[src/hw/rtl/bss_pkg.sv]
// shared widths, command and status codes for the bounded stack with statistics
// no dependencies
`timescale 1ns / 1ps
`default_nettype none

package bss_pkg;

  localparam int CMD_W = 3;
  localparam int DATA_W = 32;
  localparam int STAT_W = 2;
  localparam int FILL_W = 5;
  localparam int CAP_W = 5;
  localparam int MAX_DEPTH_DEF = 16;

  localparam logic [CAP_W-1:0] CAP_RESET = 5'd10;

  localparam logic [CMD_W-1:0] CMD_PUSH = 3'd0;
  localparam logic [CMD_W-1:0] CMD_POP = 3'd1;
  localparam logic [CMD_W-1:0] CMD_PEEK = 3'd2;
  localparam logic [CMD_W-1:0] CMD_CLEAR = 3'd3;
  localparam logic [CMD_W-1:0] CMD_MAX = 3'd4;
  localparam logic [CMD_W-1:0] CMD_MIN = 3'd5;
  localparam logic [CMD_W-1:0] CMD_MEAN = 3'd6;

  localparam logic [STAT_W-1:0] ST_OK = 2'd0;
  localparam logic [STAT_W-1:0] ST_FULL = 2'd1;
  localparam logic [STAT_W-1:0] ST_EMPTY = 2'd2;

endpackage

`default_nettype wire

[src/hw/rtl/bss_if.sv]
// valid/ready channel interfaces: command input, result output, capacity write
// depends on bss_pkg
`timescale 1ns / 1ps
`default_nettype none

interface bss_in_if;
  logic                            valid;
  logic                            ready;
  logic [bss_pkg::CMD_W-1:0]       cmd;
  logic signed [bss_pkg::DATA_W-1:0] push_value;

  modport source (output valid, output cmd, output push_value, input ready);
  modport sink (input valid, input cmd, input push_value, output ready);
endinterface

interface bss_out_if;
  logic                            valid;
  logic                            ready;
  logic [bss_pkg::STAT_W-1:0]      status;
  logic signed [bss_pkg::DATA_W-1:0] result_value;
  logic [bss_pkg::FILL_W-1:0]      fill_count;

  modport source (output valid, output status, output result_value, output fill_count,
                  input ready);
  modport sink (input valid, input status, input result_value, input fill_count,
                output ready);
endinterface

interface bss_cfg_if;
  logic                       valid;
  logic                       ready;
  logic [bss_pkg::CAP_W-1:0]  capacity;

  modport source (output valid, output capacity, input ready);
  modport sink (input valid, input capacity, output ready);
endinterface

`default_nettype wire

[src/hw/rtl/bounded_stack_with_stats_top.sv]
// top level of the bounded stack with statistics: capacity register, core, divider
// depends on bss_pkg, bss_if, bss_div, bss_core
//
//   channel  dir  fields                              transfer when
//   in_ch    in   cmd, push_value                     valid && ready
//   out_ch   out  status, result_value, fill_count    valid && ready
//   cfg_ch   in   capacity                            valid (ready always high)
//
// push, clear, unknown commands, full and empty answers: result registered in the cycle after the command is taken
// pop and peek: the registered read of the entry memory, then the output register
// max and min: a walk over the n entries, one memory read per cycle, then the output register
// mean: the walk, then the divider at one quotient bit per divider cycle
// reset clears the fill count and the output valid flag; capacity returns to 10
// a stalled result blocks new commands only once the held result is not taken
`timescale 1ns / 1ps
`default_nettype none

module bounded_stack_with_stats_top #(
  parameter int MAX_DEPTH = bss_pkg::MAX_DEPTH_DEF
) (
  input  wire        clk,
  input  wire        rst_n,
  bss_in_if.sink     in_ch,
  bss_out_if.source  out_ch,
  bss_cfg_if.sink    cfg_ch
);

  localparam int DEPTH_W = $clog2(MAX_DEPTH + 1);
  localparam int SUM_W = bss_pkg::DATA_W + $clog2(MAX_DEPTH) + 1;

  logic [bss_pkg::CAP_W-1:0] cap_r;
  logic                      div_start;
  logic signed [SUM_W-1:0]   div_num;
  logic [DEPTH_W-1:0]        div_den;
  logic                      div_done;
  logic signed [bss_pkg::DATA_W-1:0] div_quo;

  assign cfg_ch.ready = 1'b1;

  always_ff @(posedge clk) begin
    if (!rst_n) begin
      cap_r <= bss_pkg::CAP_RESET;
    end else if (cfg_ch.valid) begin
      cap_r <= cfg_ch.capacity;
    end
  end

  bss_core #(
    .MAX_DEPTH (MAX_DEPTH),
    .DEPTH_W   (DEPTH_W),
    .SUM_W     (SUM_W)
  ) u_core (
    .clk       (clk),
    .rst_n     (rst_n),
    .in_ch     (in_ch),
    .out_ch    (out_ch),
    .capacity  (cap_r),
    .div_start (div_start),
    .div_num   (div_num),
    .div_den   (div_den),
    .div_done  (div_done),
    .div_quo   (div_quo)
  );

  bss_div #(
    .NUM_W (SUM_W),
    .DEN_W (DEPTH_W)
  ) u_div (
    .clk   (clk),
    .rst_n (rst_n),
    .start (div_start),
    .num   (div_num),
    .den   (div_den),
    .done  (div_done),
    .quo   (div_quo)
  );

endmodule

`default_nettype wire

[src/hw/rtl/bss_div.sv]
// radix-2 restoring divider for the mean: signed sum over unsigned count
// one quotient bit per cycle; depends on bss_pkg
`timescale 1ns / 1ps
`default_nettype none

module bss_div #(
  parameter int NUM_W = 37,
  parameter int DEN_W = 5
) (
  input  wire                               clk,
  input  wire                               rst_n,
  input  wire                               start,
  input  wire signed [NUM_W-1:0]            num,
  input  wire        [DEN_W-1:0]            den,
  output logic                              done,
  output logic signed [bss_pkg::DATA_W-1:0] quo
);

  localparam int CNT_W = $clog2(NUM_W + 1);

  logic             busy_r, busy_nxt;
  logic             done_r, done_nxt;
  logic [CNT_W-1:0] cnt_r, cnt_nxt;
  logic [DEN_W-1:0] rem_r, rem_nxt;
  logic [NUM_W-1:0] q_r, q_nxt;
  logic [DEN_W-1:0] den_r, den_nxt;
  logic             neg_r, neg_nxt;

  logic [DEN_W:0]   trial;
  logic             fits;
  logic [bss_pkg::DATA_W-1:0] mag;

  always_comb begin
    trial = {rem_r, q_r[NUM_W-1]};
    fits = (trial >= {1'b0, den_r});
    busy_nxt = busy_r;
    done_nxt = 1'b0;
    cnt_nxt = cnt_r;
    rem_nxt = rem_r;
    q_nxt = q_r;
    den_nxt = den_r;
    neg_nxt = neg_r;
    if (start) begin
      busy_nxt = 1'b1;
      cnt_nxt = CNT_W'(NUM_W);
      rem_nxt = '0;
      q_nxt = num[NUM_W-1] ? NUM_W'(-num) : NUM_W'(num);
      den_nxt = den;
      neg_nxt = num[NUM_W-1];
    end else if (busy_r) begin
      rem_nxt = fits ? DEN_W'(trial - {1'b0, den_r}) : trial[DEN_W-1:0];
      q_nxt = {q_r[NUM_W-2:0], fits};
      cnt_nxt = cnt_r - 1'b1;
      if (cnt_r == CNT_W'(1)) begin
        busy_nxt = 1'b0;
        done_nxt = 1'b1;
      end
    end
  end

  always_ff @(posedge clk) begin
    if (!rst_n) begin
      busy_r <= 1'b0;
      done_r <= 1'b0;
      cnt_r <= '0;
    end else begin
      busy_r <= busy_nxt;
      done_r <= done_nxt;
      cnt_r <= cnt_nxt;
    end
  end

  always_ff @(posedge clk) begin
    rem_r <= rem_nxt;
    q_r <= q_nxt;
    den_r <= den_nxt;
    neg_r <= neg_nxt;
  end

  assign mag = q_r[bss_pkg::DATA_W-1:0];
  assign quo = neg_r ? -$signed(mag) : $signed(mag);
  assign done = done_r;

endmodule

`default_nettype wire

[src/hw/rtl/bss_core.sv]
// stack controller: entry memory, fill counter, walk over entries, result register
// depends on bss_pkg, bss_if; drives the mean divider
`timescale 1ns / 1ps
`default_nettype none

module bss_core #(
  parameter int MAX_DEPTH = bss_pkg::MAX_DEPTH_DEF,
  parameter int DEPTH_W = $clog2(MAX_DEPTH + 1),
  parameter int SUM_W = bss_pkg::DATA_W + $clog2(MAX_DEPTH) + 1
) (
  input  wire                               clk,
  input  wire                               rst_n,
  bss_in_if.sink                            in_ch,
  bss_out_if.source                         out_ch,
  input  wire [bss_pkg::CAP_W-1:0]          capacity,
  output logic                              div_start,
  output logic signed [SUM_W-1:0]           div_num,
  output logic [DEPTH_W-1:0]                div_den,
  input  wire                               div_done,
  input  wire signed [bss_pkg::DATA_W-1:0]  div_quo
);

  localparam int ADDR_W = $clog2(MAX_DEPTH);
  localparam int DW = bss_pkg::DATA_W;
  localparam int CMP_W = (DEPTH_W > bss_pkg::CAP_W) ? DEPTH_W : bss_pkg::CAP_W;

  localparam logic [1:0] S_IDLE = 2'd0;
  localparam logic [1:0] S_READ = 2'd1;
  localparam logic [1:0] S_WALK = 2'd2;
  localparam logic [1:0] S_DIV = 2'd3;

  logic signed [DW-1:0] mem [MAX_DEPTH];
  logic signed [DW-1:0] rd_data_r;

  logic [1:0]                 state_r, state_nxt;
  logic [DEPTH_W-1:0]         depth_r, depth_nxt;
  logic [DEPTH_W-1:0]         idx_r, idx_nxt;
  logic                       first_r, first_nxt;
  logic [bss_pkg::CMD_W-1:0]  cmd_r, cmd_nxt;
  logic signed [DW-1:0]       best_r, best_nxt;
  logic signed [SUM_W-1:0]    sum_r, sum_nxt;

  logic                       out_valid_r, out_valid_nxt;
  logic [bss_pkg::STAT_W-1:0] out_status_r, out_status_nxt;
  logic signed [DW-1:0]       out_result_r, out_result_nxt;
  logic [DEPTH_W-1:0]         out_depth_r, out_depth_nxt;

  logic                       accept;
  logic                       full;
  logic                       empty;
  logic [DEPTH_W-1:0]         depth_m1;
  logic                       wr_en;
  logic [ADDR_W-1:0]          wr_addr;
  logic                       rd_en;
  logic [ADDR_W-1:0]          rd_addr;
  logic                       take;
  logic signed [DW-1:0]       best_fold;
  logic signed [SUM_W-1:0]    sum_fold;
  logic                       walk_last;
  logic [DEPTH_W+bss_pkg::FILL_W-1:0] fill_ext;

  assign in_ch.ready = (state_r == S_IDLE) && (!out_valid_r || out_ch.ready);
  assign accept = in_ch.valid && in_ch.ready;
  assign empty = (depth_r == '0);
  assign full = (CMP_W'(depth_r) >= CMP_W'(capacity)) ||
                (depth_r == DEPTH_W'(MAX_DEPTH));
  assign depth_m1 = depth_r - 1'b1;
  assign walk_last = (idx_r == depth_r);

  always_comb begin
    take = first_r ||
           ((cmd_r == bss_pkg::CMD_MAX) ? (rd_data_r > best_r) : (rd_data_r < best_r));
    best_fold = take ? rd_data_r : best_r;
    sum_fold = first_r ? SUM_W'(rd_data_r) : sum_r + SUM_W'(rd_data_r);
  end

  always_comb begin
    state_nxt = state_r;
    depth_nxt = depth_r;
    idx_nxt = idx_r;
    first_nxt = first_r;
    cmd_nxt = cmd_r;
    best_nxt = best_r;
    sum_nxt = sum_r;
    out_valid_nxt = out_valid_r && !out_ch.ready;
    out_status_nxt = out_status_r;
    out_result_nxt = out_result_r;
    out_depth_nxt = out_depth_r;
    wr_en = 1'b0;
    wr_addr = depth_r[ADDR_W-1:0];
    rd_en = 1'b0;
    rd_addr = depth_m1[ADDR_W-1:0];
    div_start = 1'b0;

    unique case (state_r)
      S_IDLE: begin
        if (accept) begin
          cmd_nxt = in_ch.cmd;
          out_status_nxt = bss_pkg::ST_OK;
          out_result_nxt = '0;
          out_depth_nxt = depth_r;
          case (in_ch.cmd) inside
            bss_pkg::CMD_PUSH: begin
              out_valid_nxt = 1'b1;
              if (full) begin
                out_status_nxt = bss_pkg::ST_FULL;
              end else begin
                wr_en = 1'b1;
                depth_nxt = depth_r + 1'b1;
                out_depth_nxt = depth_r + 1'b1;
              end
            end
            bss_pkg::CMD_POP, bss_pkg::CMD_PEEK: begin
              if (empty) begin
                out_valid_nxt = 1'b1;
                out_status_nxt = bss_pkg::ST_EMPTY;
              end else begin
                rd_en = 1'b1;
                state_nxt = S_READ;
                if (in_ch.cmd == bss_pkg::CMD_POP) begin
                  depth_nxt = depth_m1;
                end
              end
            end
            bss_pkg::CMD_CLEAR: begin
              out_valid_nxt = 1'b1;
              depth_nxt = '0;
              out_depth_nxt = '0;
            end
            bss_pkg::CMD_MAX, bss_pkg::CMD_MIN, bss_pkg::CMD_MEAN: begin
              if (empty) begin
                out_valid_nxt = 1'b1;
                out_status_nxt = bss_pkg::ST_EMPTY;
              end else begin
                rd_en = 1'b1;
                rd_addr = '0;
                idx_nxt = DEPTH_W'(1);
                first_nxt = 1'b1;
                state_nxt = S_WALK;
              end
            end
            default: begin
              out_valid_nxt = 1'b1;
            end
          endcase
        end
      end
      S_READ: begin
        out_valid_nxt = 1'b1;
        out_result_nxt = rd_data_r;
        out_depth_nxt = depth_r;
        state_nxt = S_IDLE;
      end
      S_WALK: begin
        first_nxt = 1'b0;
        best_nxt = best_fold;
        sum_nxt = sum_fold;
        if (walk_last) begin
          if (cmd_r == bss_pkg::CMD_MEAN) begin
            div_start = 1'b1;
            state_nxt = S_DIV;
          end else begin
            out_valid_nxt = 1'b1;
            out_result_nxt = best_fold;
            out_depth_nxt = depth_r;
            state_nxt = S_IDLE;
          end
        end else begin
          rd_en = 1'b1;
          rd_addr = idx_r[ADDR_W-1:0];
          idx_nxt = idx_r + 1'b1;
        end
      end
      S_DIV: begin
        if (div_done) begin
          out_valid_nxt = 1'b1;
          out_result_nxt = div_quo;
          out_depth_nxt = depth_r;
          state_nxt = S_IDLE;
        end
      end
      default: begin
        state_nxt = S_IDLE;
      end
    endcase
  end

  assign div_num = sum_fold;
  assign div_den = depth_r;

  always_ff @(posedge clk) begin
    if (!rst_n) begin
      state_r <= S_IDLE;
      depth_r <= '0;
      out_valid_r <= 1'b0;
    end else begin
      state_r <= state_nxt;
      depth_r <= depth_nxt;
      out_valid_r <= out_valid_nxt;
    end
  end

  always_ff @(posedge clk) begin
    idx_r <= idx_nxt;
    first_r <= first_nxt;
    cmd_r <= cmd_nxt;
    best_r <= best_nxt;
    sum_r <= sum_nxt;
    out_status_r <= out_status_nxt;
    out_result_r <= out_result_nxt;
    out_depth_r <= out_depth_nxt;
  end

  // entry memory, one write and one read port, registered read
  always_ff @(posedge clk) begin
    if (wr_en) begin
      mem[wr_addr] <= in_ch.push_value;
    end
    if (rd_en) begin
      rd_data_r <= mem[rd_addr];
    end
  end

  assign fill_ext = {{bss_pkg::FILL_W{1'b0}}, out_depth_r};
  assign out_ch.valid = out_valid_r;
  assign out_ch.status = out_status_r;
  assign out_ch.result_value = out_result_r;
  assign out_ch.fill_count = fill_ext[bss_pkg::FILL_W-1:0];

endmodule

`default_nettype wire

[src/flat_wrapper.sv]
// flat-port wrapper written by rule: the top's interface ports become plain ports
module bounded_stack_with_stats_top_flat 
#(
  parameter int MAX_DEPTH = bss_pkg::MAX_DEPTH_DEF
)
  (clk, rst_n, in_ch_valid, in_ch_cmd, in_ch_push_value, in_ch_ready, out_ch_valid, out_ch_status, out_ch_result_value, out_ch_fill_count, out_ch_ready, cfg_ch_valid, cfg_ch_capacity, cfg_ch_ready);
  bss_in_if in_ch_i ();
  bss_out_if out_ch_i ();
  bss_cfg_if cfg_ch_i ();
  input  wire clk;
  input  wire rst_n;
  input wire logic [$bits(in_ch_i.valid)-1:0] in_ch_valid;
  input wire logic [$bits(in_ch_i.cmd)-1:0] in_ch_cmd;
  input wire logic [$bits(in_ch_i.push_value)-1:0] in_ch_push_value;
  output wire logic [$bits(in_ch_i.ready)-1:0] in_ch_ready;
  output wire logic [$bits(out_ch_i.valid)-1:0] out_ch_valid;
  output wire logic [$bits(out_ch_i.status)-1:0] out_ch_status;
  output wire logic [$bits(out_ch_i.result_value)-1:0] out_ch_result_value;
  output wire logic [$bits(out_ch_i.fill_count)-1:0] out_ch_fill_count;
  input wire logic [$bits(out_ch_i.ready)-1:0] out_ch_ready;
  input wire logic [$bits(cfg_ch_i.valid)-1:0] cfg_ch_valid;
  input wire logic [$bits(cfg_ch_i.capacity)-1:0] cfg_ch_capacity;
  output wire logic [$bits(cfg_ch_i.ready)-1:0] cfg_ch_ready;
  assign in_ch_i.valid = in_ch_valid;
  assign in_ch_i.cmd = in_ch_cmd;
  assign in_ch_i.push_value = in_ch_push_value;
  assign in_ch_ready = in_ch_i.ready;
  assign out_ch_valid = out_ch_i.valid;
  assign out_ch_status = out_ch_i.status;
  assign out_ch_result_value = out_ch_i.result_value;
  assign out_ch_fill_count = out_ch_i.fill_count;
  assign out_ch_i.ready = out_ch_ready;
  assign cfg_ch_i.valid = cfg_ch_valid;
  assign cfg_ch_i.capacity = cfg_ch_capacity;
  assign cfg_ch_ready = cfg_ch_i.ready;
  bounded_stack_with_stats_top #(.MAX_DEPTH(MAX_DEPTH)) u_core (.clk(clk), .rst_n(rst_n), .in_ch(in_ch_i), .out_ch(out_ch_i), .cfg_ch(cfg_ch_i));
endmodule
[config.mk]
export PLATFORM = sky130hd
export DESIGN_NAME = bounded_stack_with_stats_top_flat
export DESIGN_NICKNAME = d
export VERILOG_FILES = /design/src/hw/rtl/bss_pkg.sv /design/src/hw/rtl/bss_if.sv /design/src/hw/rtl/bounded_stack_with_stats_top.sv /design/src/hw/rtl/bss_div.sv /design/src/hw/rtl/bss_core.sv /design/src/flat_wrapper.sv
export SDC_FILE = /design/constraint.sdc
export NUM_CORES = 1
export LEC_CHECK = 0
export BUFFER_PORTS_ARGS = -buffer_cell sky130_fd_sc_hd__clkbuf_2
export CORE_ASPECT_RATIO = 1.75
export CORE_UTILIZATION = 40
export DETAILED_ROUTE_END_ITERATION = 10
export GPL_TIMING_DRIVEN = 0
export MAX_ROUTING_LAYER = met4
export SLEW_MARGIN = 5
export SYNTH_ARGS = -nofsm -noshare
export SYNTH_HDL_FRONTEND = slang
export SYNTH_SLANG_ARGS = --single-unit
[constraint.sdc]
create_clock -name clk -period 5.8 [get_ports clk]
set_input_delay 1.16 -clock clk [delete_from_list [all_inputs] [get_ports clk]]
set_output_delay 1.16 -clock clk [all_outputs]
set_load 0.05 [all_outputs]
After elaboration in Yosys (flattened, before gate mapping)
Memory sizes are Yosys's and may differ from the RTL's. A register that Yosys moved wholly into a read port is not among the register bits.
Cells that the tools add are included.
- memory bits (writable): 512
- memories kept: 1
- register bits after elaboration: 186
- output and inout port bits: 42
- logic and storage cells: 187
- memories (name ; words ; bits a word ; rd ports ; clocked after Yosys merged registers in ; wr ports ; line ; source):
    u_core.u_core.mem ; 16 ; 32 ; 1 ; 1 ; 1 ; bss_core.sv:32 ; logic signed [DW-1:0] mem [MAX_DEPTH];
- magnitude comparators: 4
- multiplexer cells: 99
- bitwise logic cells: 2
- reductions and logical operators: 23
- equality and inequality tests: 30
- add/subtract/negate cells: 8
- operators by type and width (operator ; number):
    $mux W32 ; 6
    $mux W37 ; 4
    $pmux W32 S4 ; 1
    $mux W5 ; 20
    $add A37 B32 Y37 ; 1
    $mux W1 ; 37
    $neg A37 Y37 ; 1
    $gt A32 B32 Y1 ; 1
    $lt A32 B32 Y1 ; 1
    $neg A32 Y32 ; 1
    $mux W2 ; 15
    $mux W4 ; 7
    $pmux W5 S4 ; 1
    $ne A2 B2 Y1 const B ; 9
    $reduce_and A8 Y1 ; 2
    $eq A3 B3 Y1 const B ; 5
    $mux W6 ; 2
    $add A5 B1 Y5 const B ; 2
    $pmux W5 S2 ; 1
    $ne A3 B3 Y1 const B ; 3
    $pmux W2 S4 ; 1
    $pmux W4 S2 ; 1
    $reduce_and A4 Y1 ; 2
    $reduce_and A7 Y1 ; 1
    29 further kinds ; 41

Logic depth before layout (Yosys ltp)
Gate-level depths: netlist of the first run.
- word-level depth: 9
- gate-level depth with buffers: 16

Hierarchy
From an unflattened synthesis of the first run, not the netlist that was laid out.
- cell total of the unflattened synthesis: 2481
- area total of the unflattened synthesis: 35119.9 um^2
- modules (own cells, without submodules) (module ; times used ; area each (um^2) ; cells each):
    bss_core ; 1 ; 30979.7 ; 2030
    bss_div ; 1 ; 3941.3 ; 433
    bounded_stack_with_stats_top ; 1 ; 198.9 ; 18

Worst setup path after synthesis of the first run
OpenSTA, ideal clock, no wires.
- path kind: register to register
- start point: reg u_core.u_core.depth_r[0], in the netlist u_core.u_core.div_den[0]
- end point: mem u_core.u_core.mem[3][0] in the netlist's numbering, enable pin
- library setup time: 0.461 ns
- slack: 0.168 ns
- required time: 5.339 ns
- clock period less this slack: 5.632 ns
- cell stages (with the launch flop): 13
- arrival: 5.171 ns
- cells stage by stage: dfxtp_1 clkbuf_1 inv_1 ha_1 nand2b_1 a21o_1 a21o_1 a21oi_1 nor2b_1 a311oi_1 nor3b_1 nand2_1 nor3_1
- longest elaborated chain between the ends: 8
- elaborated cells on any way between the ends: 9
- ends and longest elaborated chain (what ; line ; source):
    start, declared ; bss_core.sv:36 ; logic [DEPTH_W-1:0] depth_r, depth_nxt;
    start signal, assigned ; bss_core.sv:198 ; depth_r <= depth_nxt;
    $ge A5 B5 Y1 or $eq A5 B5 Y1 (tied branches) ; bss_core.sv:65, bss_core.sv:66 ;
    $logic_or A1 B1 Y1 ; bss_core.sv:65 ; assign full = (CMP_W'(depth_r) >= CMP_W'(capacity)) ||
    $mux W1 ; bss_core.sv:105 ; if (full) begin
    $mux W1 ; bss_core.sv:102 ; case (in_ch.cmd) inside
    $mux W1 ; bss_core.sv:97 ; if (accept) begin
    $mux W1 ; bss_core.sv:95 ; unique case (state_r)
    $mux W1 ; bss_core.sv:216 ; if (wr_en) begin
    $mux W1 (implied by the code) ; bss_core.sv:217 ; mem[wr_addr] <= in_ch.push_value;
    end, declared ; bss_core.sv:32 ;
Several ways; a longest one is shown, not always the timed one.

Worst setup path after layout of the first run
- start point: reg u_core.u_core.first_r
- end point: reg u_core.u_div.q_r[36], data pin
- longest elaborated chain between the ends: 4
- ends and longest elaborated chain (what ; line ; source):
    start, declared ; bss_core.sv:38 ; logic first_r, first_nxt;
    start signal, assigned ; bss_core.sv:205 ; first_r <= first_nxt;
    $mux W37 ; bss_core.sv:74 ; sum_fold = first_r ? SUM_W'(rd_data_r) : sum_r + SUM_W'(rd_data_r);
    via u_core.div_num[0] ; bounded_stack_with_stats_top.sv:33 ; logic signed [SUM_W-1:0] div_num;
    $neg A37 Y37 ; bss_div.sv:47 ; q_nxt = num[NUM_W-1] ? NUM_W'(-num) : NUM_W'(num);
    $mux W37 ; bss_div.sv:47 ;
    $mux W37 ; bss_div.sv:43 ; if (start) begin
    via u_core.u_div.q_nxt[36] ; bss_div.sv:25 ; logic [NUM_W-1:0] q_r, q_nxt;
    end signal, assigned ; bss_div.sv:75 ; q_r <= q_nxt;
    end, declared ; bss_div.sv:25 ;
The timed path passes the listed nets, and every way through them passes these cells.
A chain may end at the register's enable or synchronous reset.

==> results of run 1 <==
==> state kept, by name, indices dropped and copies added (netlist names), 2 cells and up <==
signal	flops
u_core.u_core.out_ch.result_value	32
u_core.u_core.mem	512
u_core.u_core.idx_r	5
u_core.u_div.den_r	5
u_core.u_core.best_r	32
u_core.u_div.rem_r	5
u_core.cap_r	5
u_core.u_core.out_ch.fill_count	5
u_core.u_core.out_ch.status	2
u_core.u_core.sum_r	37
u_core.u_div.q_r	37
u_core.u_core.div_den	5
u_core.u_core.state_r	2
u_core.u_core.rd_data_r	32
u_core.u_div.cnt_r	6
u_core.u_core.cmd_r	3
==> layer usage <==
layer / wire length (um) / share of wire
met4: 8110 / 0.077
met1: 36400 / 0.35
met3: 4520 / 0.043
met5: 0 / 0
met2: 56300 / 0.53
==> area by class of cell <==
cell class | instances | share of cell area
Sequential cell | 730 | 0.557
Multi-Input combinational cell | 1948 | 0.304
Clock buffer | 83 | 0.0468
Tap cell | 1072 | 0.0345
Timing Repair Buffer | 114 | 0.0221
Buffer | 176 | 0.0178
Clock inverter | 40 | 0.0100
Inverter | 77 | 0.00743
Antenna cell | 4 | 0.000257
==> worst max-delay path, delay by kind of cell (launching register included) <==
kind	cells	cell delay, ns
flops	1	0.54
compound gates	1	0.51
simple gates	6	1.83
buf+inv	5	1.94
mux	1	0.40
fa+ha+maj	1	0.17
==> metrics by stage <==
stage	cells	power, mW
after floorplan	2931	10.8
after global placement	4086	13.2
after detailed placement	4117	13.2
after CTS	4240	17.8
after global routing	4244	18.5
final	4244	17.8
==> power groups by stage <==
stage | logic [mW] | registers (mW) | clock network (mW)
after floorplan | 3.82 | 6.99 | 0
after global placement | 6.44 | 6.74 | 0
after detailed placement | 6.55 | 6.70 | 0
after CTS | 6.57 | 6.59 | 4.63
after global routing | 7.09 | 6.62 | 4.79
final | 6.60 | 6.59 | 4.57
==> final timing paths <==
kind	endpoint	slack (ns)	startpoint
max	u_core.u_div.q_r[36]$_DFFE_PP_	0.10	u_core.u_core.first_r$_DFFE_PP_
max reg2reg	u_core.u_div.q_r[36]$_DFFE_PP_	0.10	u_core.u_core.first_r$_DFFE_PP_
min	u_core.u_div.rem_r[4]$_SDFFE_PP0P_	0.47	u_core.u_div.rem_r[4]$_SDFFE_PP0P_
min reg2reg	u_core.u_div.rem_r[4]$_SDFFE_PP0P_	0.47	u_core.u_div.rem_r[4]$_SDFFE_PP0P_
==> what timing repair did <==
| item | 4_1_cts | 5_1_grt |
|---|---|---|
| setup endpoints to repair | 3 | 49 |
| resized for setup | 3 | 7 |
| hold buffers | 0 | 0 |
==> logic make-up (layout without fill, tap and decap cells) <==
family	Yosys count	in the layout	share of synthesized area
simple gates	1140	1140	0.148
flops	730	730	0.631
compound gates	571	571	0.118
buf+inv	253	490	0.0282
xor+xnor	98	98	0.0254
fa+ha+maj	90	90	0.0333
mux	48	48	0.0152
other cells	1	5	0.000109
==> Yosys cell counts, types with 4 or more instances <==
cell	count	area share
xor2_1	31	0.0079
a211oi_1	8	0.0018
a2111oi_0	4	0.0010
a22oi_1	4	0.00088
inv_1	76	0.0083
and4_1	5	0.0013
o211ai_1	10	0.0022
nand2_1	661	0.072
a311oi_1	99	0.025
a22o_1	31	0.0079
buf_1	14	0.0015
edfxtp_1	704	0.62
ha_1	88	0.032
nor2b_1	25	0.0046
nand2b_1	11	0.0020
a21boi_0	5	0.0011
o311ai_0	4	0.0010
xnor2_1	66	0.017
nor4_1	9	0.0016
a211o_1	8	0.0020
a21oi_1	97	0.014
o31ai_1	20	0.0044
or4_1	10	0.0022
mux2i_1	16	0.0047
dfxtp_1	26	0.015
nand4_1	23	0.0042
and3_1	65	0.012
nor3_1	30	0.0044
a21o_1	48	0.011
o22ai_1	7	0.0013
o41ai_1	9	0.0023
buf_2	12	0.0018
o21a_1	15	0.0033
mux2_2	32	0.011
o21ai_0	102	0.015
o21ai_1	11	0.0016
clkbuf_1	149	0.016
nand3_1	154	0.022
or3_1	16	0.0029
and2_1	9	0.0016
or2_2	7	0.0013
a31oi_1	45	0.0082
nor2_1	96	0.011
==> flow_summary.toml, run 1 <==
[placement]
place_area_um2 = 36600
dpl.hpwl_um = 76500
io_buffers = 83
dp_slack_ns = -0.538
place_congestion = 0.975

[grt]
gr-usage-met2 = 0.457
grt_busiest_layer = "met2"
use_met3 = 0.0311
overflow = 0
grt_pass1_wl_um = 155000
grt_pass1_vias = 24700
grt_use_met1 = 0.246
track_usage = 0.251
antenna_found_initial = 4
grt_max_degree = 44

[power]
p_comb_frac = 0.372
p_leak_nw = 13.9
powerDensity_nw_per_um2 = 457
seqPwrFrac = 0.371
switching_share = 0.394
switchingPower_mw = 6.99
power.share.clock = 0.257
max-vdd-ir-drop_v = 0.000238
p_int_mw = 10.8

[synth]
synth_area_um2 = 34300
syn_area_per_cell_um2 = 11.7
yosysWarnings = 0
synth_edf_count = 704
postSynthCellCount = 2931
async_reset_ff_frac = 0
ys_seq_elements = 730
ys_types = 90
syn-num-nets = 3066
ys_seq_area_frac = 0.631
synth_flop_cell = "edfxtp_1"

[timing]
hold_viol = 0
timing.final.crit_share = 0.982
tightest_slew_ns = 1.16
slew_headroom = 0.224
fin_skew_ns = 0.0318
max_freq_ghz = 0.176
fin_tns_setup_ns = 0
final-max-slew-violation-count = 0
finalSetupViolations = 0
setup_ws_ns = 0.102
final.min_clock_period_ns = 5.70
whs_ns = 0.470

[die]
io_pins = 87
initial_core_util = 0.405
die_y_um = 389
row_count = 141
die_w_um = 223
dieArea_um2 = 87000
core_area_um2 = 84700

[route]
initialDrtViolationCount = 2076
vias_per_cell = 5.76
drtAntennaViolNets = 0
dr_total_vias = 24500
finalWirelength_um = 105000
drc_errors = 0
wl_per_cell_um = 24.8
first_pass_iters = 6

[clock_tree]
clkSinkCount = 730
cts_root_buf = "clkbuf_16"
cts_max_level = 3
numCtsBuffers = 69
clock_latency_ns = 0.66
clock_path_buffers = 3
cts_tree = "built"
cts_setup_buffers = 0
clkTransAtPathRegs_ns = 0.07

[critical_path]
worstPathMaxFanout = 10
cp_cell_sequence = "clkbuf_1, clkdlybuf4s15_1, buf_2, mux2_2, inv_1, ha_1, nand2_1, nor4_1, nand2_1, or3_1, buf_2, nor2_1, nand4_1, o21ai_0"
slowest_delay_ns = 0.77
required_ns = 6.17
cp-start-kind = "register"
end_kind = "register"
r2r_cells = 14
worstPathArrival_ns = 6.06
cp_slowest_cell = "clkdlybuf4s15_1"
crit_type = "reg2reg"

[min_path]
min_path_type = "reg2reg"
hold_depth = 2

[final_layout]
final_common_cell = "edfxtp_1"
final_layout_size_suffix_gt1_frac = 0.100
synthToLayoutAreaGrowth_pct = 13.4
final_area_um2 = 38900
fin_nets = 3251
most-common-layout-cells = "edfxtp_1, nand2_1, clkbuf_1"
multi_input_area_um2 = 11800
postLayoutCoreUtil = 0.459
regArea_um2 = 21700
nFillCells = 7726

[job]
drv_cap = 0

[outcome]
status = "completed"
Note: power is estimated with default switching activity, not from simulation.
==> inputs of run 2 (changes only) <==
==> constraint.sdc (replaced) <==
create_clock -name clk -period 6 [get_ports clk]
set_input_delay 1.2 -clock clk [delete_from_list [all_inputs] [get_ports clk]]
set_output_delay 1.2 -clock clk [all_outputs]
set_load 0.05 [all_outputs]
==> run 2 against run 1 <==
Sequential share of layout area about the same. Final cell count barely moved. Flip-flop and latch count is the same. Non-clock buffer count unchanged. Register-to-register slack improved by 0.08 ns. Clock power shrank 3%. Hold slack is essentially flat. Highest routed layer unchanged. Die area stayed put. Via count is 0.39% lower. Sequential power decreased by 3.3%. Core utilization about the same. Clock skew hardly changed.
==> flow_summary.toml, run 2 (synthesis results as in run 1) <==
[critical_path]
r2r_cells = 15
end_kind = "register"
crit_start = "u_core.u_core.div_den[0]$_SDFFE_PN0P_"
r2r_slack_ns = 0.18
r2r-end = "u_core.u_core.rd_data_r[21]$_DFFE_PP_"
endpoint = "u_core.u_core.rd_data_r[21]$_DFFE_PP_"
crit_type = "reg2reg"
required_ns = 6.33
worstPathArrival_ns = 6.15
timing.rr.start = "u_core.u_core.div_den[0]$_SDFFE_PN0P_"
worstPathMaxFanout = 11
cp-start-kind = "register"

[job]
drv_cap = 0

[final_layout]
synthToLayoutAreaGrowth_pct = 13.3
nFillCells = 7727
most-common-layout-cells = "edfxtp_1, nand2_1, clkbuf_1"
final_area_um2 = 38900
fin_nets = 3251
multi_input_area_um2 = 11800
final_layout_size_suffix_gt1_frac = 0.0988
fin_cells = 4245
largestRegisters = "u_core.u_core.mem (512), u_core.u_core.sum_r (37), u_core.u_div.q_r (37)"
final_common_cell = "edfxtp_1"
largest_register_ffs = 512
regArea_um2 = 21700
top_register = "u_core.u_core.mem"

[timing]
final.min_clock_period_ns = 5.82
rsz0062_at_grt = "no"
finalSetupViolations = 0
final-max-slew-violation-count = 0
tightest_slew_ns = 1.28
whs_ns = 0.470
setup_ws_ns = 0.179
hold_viol = 0
fin_skew_ns = 0.0316
max_freq_ghz = 0.172
timing.final.crit_share = 0.970
slew_headroom = 0.141

[clock_tree]
cts_hold_buf = 0
clkTransAtPathRegs_ns = 0.07
cts_setup_buffers = 0
cts_tree = "built"
cts_resized = 0
numCtsBuffers = 69
cts_max_level = 3
clkSinkCount = 730
clock_latency_ns = 0.66
clock_path_buffers = 3
cts_root_buf = "clkbuf_16"

[route]
initialDrtViolationCount = 1995
first_pass_iters = 6
finalWirelength_um = 105000
drc_errors = 0
vias_per_cell = 5.74
wl_per_cell_um = 24.8
dr_total_vias = 24400
drtAntennaViolNets = 0

[die]
row_count = 141
dieArea_um2 = 87000
die_w_um = 223
io_pins = 87
die_y_um = 389
initial_core_util = 0.405
core_area_um2 = 84700

[placement]
dpl.cell_count = 4117
place_congestion = 0.975
dp_slack_ns = -0.378
place_area_um2 = 36600
dpl.hpwl_um = 76500
io_buffers = 83

[min_path]
min_path_type = "reg2reg"
hp-start = "u_core.u_div.rem_r[4]$_SDFFE_PP0P_"

[power]
powerDensity_nw_per_um2 = 441
p_leak_nw = 13.9
max-vdd-ir-drop_v = 0.000230

[grt]
grt_pass1_vias = 24700
grt_max_degree = 44
track_usage = 0.251
grt_pass1_wl_um = 155000
antenna_found_initial = 5
overflow = 0

[outcome]
status = "completed"
run 2: cell types whose count changed in the layout (fill, tap and decap cells not counted), sizes merged:
| cell | change |
|---|---|
| buf | -1 |
| clkbuf | +1 |
| diode | +1 |
run 2: metal layers:
metal,vias to the layer above,share of wire,track usage
met5,-,0,-
met4,0,0.077,0.175
met3,328,0.046,0.0313
met2,837,0.53,0.457
met1,11900,0.34,0.246
li1,11300,-,-
run 2: through the flow:
stage / power, mW / utilization / TNS (ns)
CTS: 17.2 / 0.459 / 0
finish: 17.2 / 0.459 / 0
global route: 17.9 / 0.459 / 0
floorplan: 10.5 / - / 0
detailed placement: 12.8 / 0.433 / -0.893
global placement: 12.7 / 0.426 / -906.60
run 2: layout make-up:
cell class | instances | share of cell area
Inverter | 77 | 0.00743
Timing Repair Buffer | 114 | 0.0221
Multi-Input combinational cell | 1948 | 0.304
Buffer | 176 | 0.0178
Sequential cell | 730 | 0.557
Clock buffer | 83 | 0.0468
Tap cell | 1072 | 0.0345
Clock inverter | 40 | 0.0100
Antenna cell | 5 | 0.000322
run 2: power breakdown:
part           switching (mW)  internal (mW)
sequential              0.273           6.10
combinational            4.50           1.87
clock                    1.98           2.44
total                    6.75           10.4
run 2: worst min path at each step:
stage                                                     to  cells past startpoint
after floorplan              u_core.u_div.den_r[2]$_DFFE_PP_                      0
after global placement       u_core.u_div.den_r[4]$_DFFE_PP_                      0
after detailed placement  u_core.u_div.rem_r[4]$_SDFFE_PP0P_                      2
after CTS                 u_core.u_div.rem_r[4]$_SDFFE_PP0P_                      2
after global routing         u_core.u_div.den_r[4]$_DFFE_PP_                      0
final                     u_core.u_div.rem_r[4]$_SDFFE_PP0P_                      2
run 2: critical path: stages (launching register included):
cell and delay [ns]:
dfxtp_1 0.44, clkbuf_1 0.43, inv_1 0.27, ha_1 0.32, nand3b_1 0.19, nand3_1 0.15, o21ai_1 0.21, nor2b_1 0.15
buf_2 0.24, o21a_1 0.15, clkbuf_1 0.71, clkbuf_1 0.70, clkbuf_1 0.61, nand3_1 0.16, a311oi_1 0.63, a21oi_1 0.16
